$ cat config.mk
export PLATFORM = sky130hd
export DESIGN_NAME = qs_div
export DESIGN_NICKNAME = d
export VERILOG_FILES = /design/src/rtl/qs_div.sv
export SDC_FILE = /design/constraint.sdc
export NUM_CORES = 2
export LEC_CHECK = 0
export BUFFER_PORTS_ARGS = -buffer_cell sky130_fd_sc_hd__buf_2
export CAP_MARGIN = 20
export CORE_ASPECT_RATIO = 0.9
export CORE_MARGIN = 2
export CORE_UTILIZATION = 60
export DETAILED_ROUTE_END_ITERATION = 7
export PLACE_DENSITY = 0.76
export REMOVE_ABC_BUFFERS = 1
export SYNTH_ARGS = -nofsm -noshare
export SYNTH_HDL_FRONTEND = slang
export SYNTH_SLANG_ARGS = --single-unit
$ cat constraint.sdc
create_clock -name i_clk -period 4.65 [get_ports i_clk]
set_input_delay 0.2325 -clock i_clk [delete_from_list [all_inputs] [get_ports i_clk]]
set_output_delay 0.2325 -clock i_clk [all_outputs]
set_load 0.05 [all_outputs]
$ cat src/rtl/qs_div.sv
// qs_div: pipelined restoring divider, one quotient bit per stage.
// Numerator must be below divisor << QB. Depends on nothing.
module qs_div #(
    parameter int NW = 44,
    parameter int DW = 31,
    parameter int QB = 15,
    parameter int PW = 1
) (
    input  logic          i_clk,
    input  logic          i_rst_n,
    input  logic          i_en,
    input  logic          i_vld,
    input  logic [NW-1:0] i_num,
    input  logic [DW-1:0] i_den,
    input  logic [PW-1:0] i_side,
    output logic          o_vld,
    output logic [QB-1:0] o_quo,
    output logic [PW-1:0] o_side
);
    localparam int TW = (NW > DW + QB) ? NW : DW + QB;

    logic [TW-1:0] r_num  [QB];
    logic [DW-1:0] r_den  [QB];
    logic [QB-1:0] r_quo  [QB];
    logic [PW-1:0] r_side [QB];
    logic          r_vld  [QB];

    for (genvar s = 0; s < QB; s++) begin : g_stg
        localparam int J = QB - 1 - s;
        logic [TW-1:0] num_in, sub;
        logic [DW-1:0] den_in;
        logic [QB-1:0] quo_in;
        logic [PW-1:0] side_in;
        logic          vld_in;

        if (s == 0) begin : g_first
            assign num_in  = TW'(i_num);
            assign den_in  = i_den;
            assign quo_in  = '0;
            assign side_in = i_side;
            assign vld_in  = i_vld;
        end else begin : g_next
            assign num_in  = r_num[s-1];
            assign den_in  = r_den[s-1];
            assign quo_in  = r_quo[s-1];
            assign side_in = r_side[s-1];
            assign vld_in  = r_vld[s-1];
        end

        assign sub = TW'(den_in) << J;

        always_ff @(posedge i_clk) begin
            if (!i_rst_n) begin
                r_vld[s] <= 1'b0;
            end else if (i_en) begin
                r_vld[s] <= vld_in;
            end
        end

        always_ff @(posedge i_clk) begin
            if (i_en) begin
                if (num_in >= sub) begin
                    r_num[s] <= num_in - sub;
                    r_quo[s] <= quo_in | (QB'(1) << J);
                end else begin
                    r_num[s] <= num_in;
                    r_quo[s] <= quo_in;
                end
                r_den[s]  <= den_in;
                r_side[s] <= side_in;
            end
        end
    end

    assign o_vld  = r_vld[QB-1];
    assign o_quo  = r_quo[QB-1];
    assign o_side = r_side[QB-1];

endmodule

==> results.yml <==
status:
  status: "complete, no violations"
synthesis:
  synthDistinctLibCells: 103
  synth-seq-area-share_pct: 52.8
  synth_edf_count: 1227
  ys_ff_latch: 1228
  synth_flop_cell: "edfxtp_1"
  async_reset_ff_share_pct: 0
  synth.cell_area_mm2: 0.0699
  synthCells: 6485
  syn_avg_cell_area_um2: 10.8
  yosysWarnings: 0
worst_hold_path:
  hold_class: "primary input to flop"
  holdPathEnd: "r_den[0][16]"
  worstHoldPathCells: 2
  min_from: "i_den[16]"
sta:
  finClkSkew_ns: 0.0204
  period_needed_ns: 4.26
  timing.final.crit_share_pct: 91.6
  slew_violations: 0
  worstMarginPinSlew_ns: 1.10
  fmax_ghz: 0.235
  setup_tns_ns: 0
  max_slew_margin_pct: 26.0
  setup_viol: 0
  hold_viol_final: 0
  rsz0062_at_grt: "false"
place:
  numPlacedInstances: 8019
  dpl_cell_area_mm2: 0.0724
  gp_congestion: 0.996
  port_buffers: 96
  dp_hpwl_mm: 118
final_layout:
  mostFrequentLayoutCells: "edfxtp_1 (1227), nand2_1 (595), inv_1 (580), o21ai_0 (532), a21oi_1 (493)"
  final_cell_count_no_fill: 8344
  final_util_pct: 67.1
  final_common_cell: "edfxtp_1"
  num_antenna_cells: 0
  fin_area_mm2: 0.0774
  area_growth_pct: 10.8
  fillers: 8544
  multi_input_area_mm2: 0.0301
  nets: 7235
  layout-drive-gt1-share_pct: 7.47
  final-seq-area_mm2: 0.0369
clock_tree:
  cts.clk_slew.worst_paths_ns: 0.06
  htreeDepth: 4
  clockBufferDepth: 3
  clock_latency_ns: 0.77
  post_cts.repair.setup_buffers: 0
  cts_hold_buf: 80
  cts_resized: 0
  cts_tree: "done"
  numClockSinks: 1228
  root_buffer: "clkbuf_16"
  numCtsBuffers: 136
route:
  final_antenna_net_count: 0
  finalWirelength_mm: 155
  drcViolationCount: 0
  drt_first_iter_violations: 3083
  dr_total_vias: 48901
  via_per_inst: 5.86
  drt-pass1-iter-count: 8
  wl_per_cell_um: 18.6
power:
  peakVddDrop_mv: 0.405
  p_int_mw: 29.6
  leakagePower_nw: 30.4
  power_frac_seq_pct: 37.6
  switching_share_pct: 36.0
  switchingPower_mw: 16.7
  clock_power_share_pct: 22.1
  p_comb_share_pct: 40.3
  power.density_mw_per_mm2: 598
floorplan:
  core_mm2: 0.115
  die_area_mm2: 0.119
  fp.dieH_um: 328
  pin_count: 97
  die_width_um: 364
  start_util_pct: 60.6
  rows: 118
global_routing:
  grt_max_degree: 211
  grt_use_total_pct: 26.2
  grt_pass1_vias: 49158
  grt_first_pass_wirelength_mm: 246
  grt_antenna_before_repair: 1
  gr-total-overflow: 0
worst_setup_path:
  cp.arrival_ns: 4.76
  critical_path_class: "flop to flop"
  critPathMaxStageDelay_ns: 0.61
  path_cells: "ha_1 > nand2_1 > nor2_1 > o2111ai_1 > a32o_1 > o31ai_1 > a31o_2 > a221oi_1 > o21bai_4 > mux2_2"
  worstPathRequired_ns: 5.15
  path_buf_inv: 0
  r2r_setup_slack_ns: 0.39
  r2r_cells: 10
  r2r_start: "r_num[0][200]"
  cp_top_family: "compound AO/OA/AOI/OAI gates"
  crit_path_start_kind: "flop"
  r2r_end: "r_num[0][244]"
  crit_path_top_delay_cell: "o21bai_4"
  crit_path_end_kind: "flop"
  crit_fanout: 27
flow_run:
  drv_cap: 0
-- through the flow --
step | power, mW | hold slack, ns | setup WS, ns
after floorplan | 31.1 | 0.331 | -0.592
after global placement | 35.5 | 0.400 | 0.520
after detailed placement | 35.9 | 0.405 | 0.553
after CTS | 46.3 | 0.131 | 0.527
after global routing | 49.3 | 0.163 | 0.331
final | 46.3 | 0.190 | 0.391
-- worst max path at each step --
stage | cells after the start | to | from | slack (ns)
floorplan | 10 | r_num[0][366] | r_num[0][284] | -0.59
global placement | 10 | r_num[0][246] | r_num[0][200] | 0.52
detailed placement | 10 | r_num[0][246] | r_num[0][200] | 0.55
CTS | 10 | r_num[0][244] | r_num[0][200] | 0.53
global route | 12 | r_num[0][241] | r_num[0][200] | 0.33
finish | 10 | r_num[0][244] | r_num[0][200] | 0.39
-- synth_stat cells (all sizes together), types with 11 or more instances --
| master | number | area (um^2) |
|---|---|---|
| nor4 | 68 | 447 |
| fa | 14 | 280 |
| nand2 | 595 | 2230 |
| and4 | 13 | 114 |
| inv | 580 | 2180 |
| or4 | 14 | 113 |
| nor2 | 366 | 1380 |
| nor3 | 88 | 450 |
| mux2 | 65 | 732 |
| nand4b | 14 | 123 |
| nand3b | 11 | 86.3 |
| buf | 32 | 156 |
| and3 | 55 | 344 |
| nand2b | 78 | 488 |
| o21a | 63 | 473 |
| o31ai | 37 | 278 |
| o21ai | 551 | 2760 |
| a311oi | 13 | 120 |
| nor2b | 74 | 470 |
| nor4b | 23 | 214 |
| xnor2 | 246 | 2150 |
| nor3b | 11 | 82.6 |
| nand3 | 116 | 581 |
| a211oi | 51 | 388 |
| o21bai | 61 | 458 |
| o211ai | 25 | 188 |
| a31oi | 62 | 422 |
| o31a | 18 | 158 |
| o221ai | 11 | 103 |
| ha | 464 | 5810 |
| or3 | 29 | 181 |
| mux2i | 11 | 110 |
| and2 | 28 | 175 |
| or2 | 17 | 106 |
| a21o | 225 | 1690 |
| xor2 | 219 | 1920 |
| edfxtp | 1227 | 36800 |
| a21oi | 493 | 2470 |
| a31o | 12 | 105 |
| a21boi | 12 | 90.1 |
| nand4 | 94 | 588 |
| clkbuf | 175 | 657 |
-- per-layer routing --
| layer | up-vias | track usage [%] | part of all wire [%] |
|---|---|---|---|
| met4 | 0 | 19.3 | 8.0 |
| met5 | - | 0 | 0 |
| met1 | 22803 | 25.8 | 36 |
| li1 | 24136 | - | - |
| met3 | 564 | 3.28 | 3.5 |
| met2 | 1398 | 49.9 | 53 |
-- cell families (layout without fill, tap and decap cells) --
group | Yosys count | in the layout | share of synthesized area (%)
adder cells (fa/ha/maj) | 478 | 478 | 8.71
XOR/XNOR | 465 | 465 | 5.83
flip-flops | 1228 | 1228 | 52.8
multiplexers | 76 | 76 | 1.21
buffers and inverters | 788 | 1087 | 4.29
AND/OR/NAND/NOR | 1707 | 1707 | 11.9
AO/OA/AOI/OAI | 1743 | 1743 | 15.3
-- power by group through the flow --
stage / clock, mW / sequential [mW] / combinational (mW)
CTS: 10.5 / 17.4 / 18.5
global route: 10.9 / 17.7 / 20.7
floorplan: 0 / 17.0 / 14.1
finish: 10.2 / 17.4 / 18.7
global placement: 0 / 17.5 / 18.0
detailed placement: 0 / 17.6 / 18.3
-- cell type report --
cell class,instances,share of cell area [%]
sequential,1228,47.6
tap,1560,2.52
multi-input combinational,4469,38.9
clock buffer,171,4.59
clock inverter,74,0.907
timing repair buffer,261,2.63
inverter,581,2.82
-- registers in the layout (all words and copies together), names as in the netlist --
name	flops
r_num	644
r_den	434
r_quo	120
r_side	15
r_vld	15
Power figures use the tool's default switching activity.
